--- config.mk ---
export PLATFORM = sky130hd
export DESIGN_NAME = e2q_cordic
export DESIGN_NICKNAME = d
export VERILOG_FILES = /design/src/design/e2q_pkg.sv /design/src/design/e2q_cordic.sv
export SDC_FILE = /design/constraint.sdc
export NUM_CORES = 2
export LEC_CHECK = 0
export BUFFER_PORTS_ARGS = -buffer_cell sky130_fd_sc_hd__clkbuf_2
export CAP_MARGIN = 10
export CORE_MARGIN = 10
export CORE_UTILIZATION = 55
export DETAILED_ROUTE_END_ITERATION = 16
export PLACE_DENSITY = 0.75
export SYNTH_ARGS = -nofsm -noshare
export SYNTH_HDL_FRONTEND = slang
export SYNTH_SLANG_ARGS = --single-unit
--- constraint.sdc ---
create_clock -name clk -period 5 [get_ports clk]
set_clock_uncertainty 0.2 [all_clocks]
set_input_delay 0.25 -clock clk [delete_from_list [all_inputs] [get_ports clk]]
set_output_delay 0.25 -clock clk [all_outputs]
set_load 0.03 [all_outputs]
--- src/design/e2q_pkg.sv ---
`timescale 1ns / 1ps
// ----------------------------------------------------------------------------
// e2q_pkg
// shared constants, types and tables for the euler to quaternion pipeline
// ----------------------------------------------------------------------------
package e2q_pkg;

    localparam int CORDIC_STAGES = 16;
    localparam int ATAN_ENTRIES  = 24;
    localparam int NUM_STAGES    = (CORDIC_STAGES < ATAN_ENTRIES) ? CORDIC_STAGES
                                                                  : ATAN_ENTRIES;
    localparam int CW            = 28;   // cordic datapath width, q.24 with headroom
    localparam int PI_Q13        = 25736;
    localparam int GAIN_Q24      = 10188014;
    localparam int OUT_MAX       = 16384;

    typedef logic signed [15:0]   angle_t;
    typedef logic signed [15:0]   comp_t;
    typedef logic signed [CW-1:0] cval_t;

    typedef struct packed {
        cval_t c;
        cval_t s;
    } trig_t;

    function automatic cval_t atan_q24(input int i);
        cval_t r;
        case (i)
            0:  r = CW'(13176795);
            1:  r = CW'(7778716);
            2:  r = CW'(4110060);
            3:  r = CW'(2086331);
            4:  r = CW'(1047214);
            5:  r = CW'(524117);
            6:  r = CW'(262123);
            7:  r = CW'(131069);
            default: r = (i < ATAN_ENTRIES) ? (cval_t'(1) <<< (24 - i)) : '0;
        endcase
        return r;
    endfunction

endpackage

--- src/design/e2q_cordic.sv ---
`timescale 1ns / 1ps
// ----------------------------------------------------------------------------
// e2q_cordic
// pipelined rotation-mode cordic, one stage per register, cosine and sine
// ----------------------------------------------------------------------------
module e2q_cordic
    import e2q_pkg::*;
(
    input  logic   clk,
    input  logic   en,
    input  angle_t angle,
    output trig_t  trig
);

    cval_t x_reg [NUM_STAGES+1];
    cval_t y_reg [NUM_STAGES+1];
    cval_t z_reg [NUM_STAGES+1];
    cval_t z_next;

    // clamp and scale to a q.24 half angle
    always_comb
    begin
        if (angle > 16'sd25736)
            z_next = cval_t'(PI_Q13) <<< 10;
        else if (angle < -16'sd25736)
            z_next = -(cval_t'(PI_Q13) <<< 10);
        else
            z_next = cval_t'(angle) <<< 10;
    end

    always_ff @(posedge clk)
    begin
        if (en)
        begin
            x_reg[0] <= cval_t'(GAIN_Q24);
            y_reg[0] <= '0;
            z_reg[0] <= z_next;
        end
    end

    for (genvar i = 0; i < NUM_STAGES; i++)
    begin : g_stage
        always_ff @(posedge clk)
        begin
            if (en)
            begin
                if (!z_reg[i][CW-1])
                begin
                    x_reg[i+1] <= x_reg[i] - (y_reg[i] >>> i);
                    y_reg[i+1] <= y_reg[i] + (x_reg[i] >>> i);
                    z_reg[i+1] <= z_reg[i] - atan_q24(i);
                end
                else
                begin
                    x_reg[i+1] <= x_reg[i] + (y_reg[i] >>> i);
                    y_reg[i+1] <= y_reg[i] - (x_reg[i] >>> i);
                    z_reg[i+1] <= z_reg[i] + atan_q24(i);
                end
            end
        end
    end

    assign trig.c = x_reg[NUM_STAGES];
    assign trig.s = y_reg[NUM_STAGES];

endmodule

==> impl_metrics.ini <==
[floorplan]
fp.dieH_um = 434.3
start_util_pct = 55.51
core-area_um2 = 170000
dieArea_um2 = 188600
num_io_pins = 74
rows = 151
die-width_um = 434.3

[sta]
drv_slew = 0
hold_violations = 0
fmax_mhz = 199.1
relSlewSlack_pct = 20.00
finalCritPeriodShare_pct = 100.5
rsz0062_at_grt = yes
setup_slack_ps = -22.95
holdWs_ps = 216.7
tightest_slew_ps = 1200
tns_ps = -22.95
setup_viol = 1
fin_crit_ps = 5023

[global_routing]
grt_usage_pct = 24.94
overflow = 0
antenna_found_initial = 4
grt_pass1_wl_um = 384900
grt_max_degree = 181
grt_pass1_vias = 73189

[synthesis]
ys_seq_area_share_pct = 36.33
synth_area_leaders = edfxtp_1, ha_1, xnor2_1, a21oi_1, xor2_1
syn_area_per_cell_um2 = 9.716
ys_ff_latch = 1142
ys_types = 102
yosys.area.top_type = edfxtp_1
ys_async_sr_fraction_pct = 0
synth_flop_cell = edfxtp_1
synth_fp_nets = 10891
ys_warn_count = 0
synth_edf_count = 1142
synth_top_area_share_pct = 36.33
syn-cell-area_um2 = 94380
synthCells = 9714

[worst_setup_path]
worstPathCellList = inv_2, ha_4, nand2b_4, or4_4, or3_4, or3_4, or3_4, or2_4, buf_4, nor3_4, a21oi_1, xor2_1, ha_1, nand2_1, nand2_1, a21oi_1, nor2b_1, a31oi_2, nand3b_1, a311oi_2, xnor2_1
required_ps = 5320
setup.worst_path.start = y_reg[4][4]$_DFFE_PP_
cp-endpoint = x_reg[5][27]$_DFFE_PP_
cp-start-kind = flop
r2r_end = x_reg[5][27]$_DFFE_PP_
cpPeakStageDelay_ps = 430
worstPathMaxFanout = 4
setup.worst_path.end_class = flop
critPathKind = reg -> reg
cp.arrival_ps = 5340
reg2reg_from = y_reg[4][4]$_DFFE_PP_
ff2ff_setup_slack_ps = -20
path_common_cell = or3_4
critPathSlowestCell = or4_4
reg2reg_depth = 21

[drt]
wl_met1_um = 104600
first_iter_violations = 5860
wl_per_cell_um = 19.45
dr_wl_met3_um = 14890
wl_um = 241500
drt-pass1-iter-count = 6
ant_nets = 0
wl_met2_um = 113600
vias = 75641
viasPerCell = 6.091
top_layer = met5
drc_errors = 0

[cells_and_area]
area_delta_synth_final_pct = 10.89
final_util_pct = 61.55
diodes = 0
drive_gt1_share_pct = 7.333
largest_register_ffs = 420
final_common_cell = edfxtp_1
layout_common_cells = edfxtp_1, ha_1, a21oi_1
stdcell_area_um2 = 104700
fillCellCount = 13730
nNetsFinal = 11267

[job]
drv_cap = 0

[hold_path]
hold_path.class = reg -> reg

[place]
gp_congestion = 0.9803
postPlaceCellArea_um2 = 99130
io_buffers = 73
hpwlAfterDp_um = 190900

[clock_tree]
clkLatencyLatePin_ps = 780
clk_path_buf_depth = 3
cts_made_buffers = 135
cts_root_buf = clkbuf_16
cts_tree = yes
clock-sinks = 1142
clk_pin_slew_ps = 60
htree_levels = 4

[outcome]
failed_checks = negative setup slack
status = finished with violations
synthesized netlist by cell type (all sizes together), types with 47 or more instances:
cell	number
a21o	365
ha	1115
or3	67
nand2b	169
nor4	55
nand4	54
and3	81
nand3	164
inv	466
a21oi	974
o41ai	54
nand2	520
xor2	402
clkbuf	128
nor2b	145
o21a	143
and2	47
nor2	791
a31oi	92
mux2i	54
nor3	249
xnor2	952
edfxtp	1142
o21bai	115
o31ai	114
a211oi	86
o21ai	534
a21boi	58
worst min path at each step:
stage,from,end,cells after the start
finish,z_reg[12][10]$_DFFE_PP_,z_reg[13][10]$_DFFE_PP_,0
global route,z_reg[10][13]$_DFFE_PP_,z_reg[11][13]$_DFFE_PP_,0
CTS,z_reg[13][10]$_DFFE_PP_,z_reg[14][10]$_DFFE_PP_,0
detailed placement,z_reg[12][10]$_DFFE_PP_,z_reg[13][10]$_DFFE_PP_,0
global placement,z_reg[9][12]$_DFFE_PP_,z_reg[10][12]$_DFFE_PP_,0
floorplan,en,z_reg[0][10]$_SDFFCE_PP0P_,0
area by class of cell:
cell class | instances | area [um^2] | area share [%]
clock buffer | 157 | 3482 | 3.327
clock inverter | 90 | 1204 | 1.150
inverter | 474 | 1780 | 1.701
multi-input combinational | 7935 | 58080 | 55.49
sequential | 1142 | 34290 | 32.77
tap | 2218 | 2775 | 2.652
timing repair buffer | 402 | 3047 | 2.911
cell families after synthesis:
kind of cell    count (synthesis)  share of synthesized area [%]
compound gates               2841                          19.07
xor+xnor                     1355                          12.59
fa+ha+maj                    1159                          15.71
buf+inv                       637                          2.536
flops                        1142                          36.33
mux                            87                         0.9664
simple gates                 2493                          12.79
per-layer routing:
layer  global-route usage [%]  vias to the layer above
met1                    32.50                    36170
li1                         -                    36726
met3                    3.796                      464
met5                        0                        -
met2                    42.29                     2275
met4                    8.295                        6
critical path: cells and delay by family, from the launching register on:
| family | cells | cell delay, ps |
|---|---|---|
| xor+xnor | 2 | 280 |
| flops | 1 | 420 |
| simple gates | 11 | 2350 |
| compound gates | 4 | 760 |
| fa+ha+maj | 2 | 500 |
| buf+inv | 2 | 240 |
per-stage QoR:
stage / instances / worst slack (ps)
6_report: 12418 / -22.95
5_1_grt: 12418 / -229.5
4_1_cts: 12412 / -37.74
3_5_place_dp: 12123 / -184.4
3_3_place_gp: 12122 / -221.6
2_1_floorplan: 9714 / 15.03
repair_timing:
action,in CTS,in global routing
hold endpoints to repair,126,0
endpoints found under the setup margin,7,61
hold buffers,39,0
setup buffers,3,7
resized for setup,17,64
pin swaps,5,16
Power is left out: the tool's default activity adds up to more than one toggle a clock period on the data nets, which glitch-free logic cannot reach.
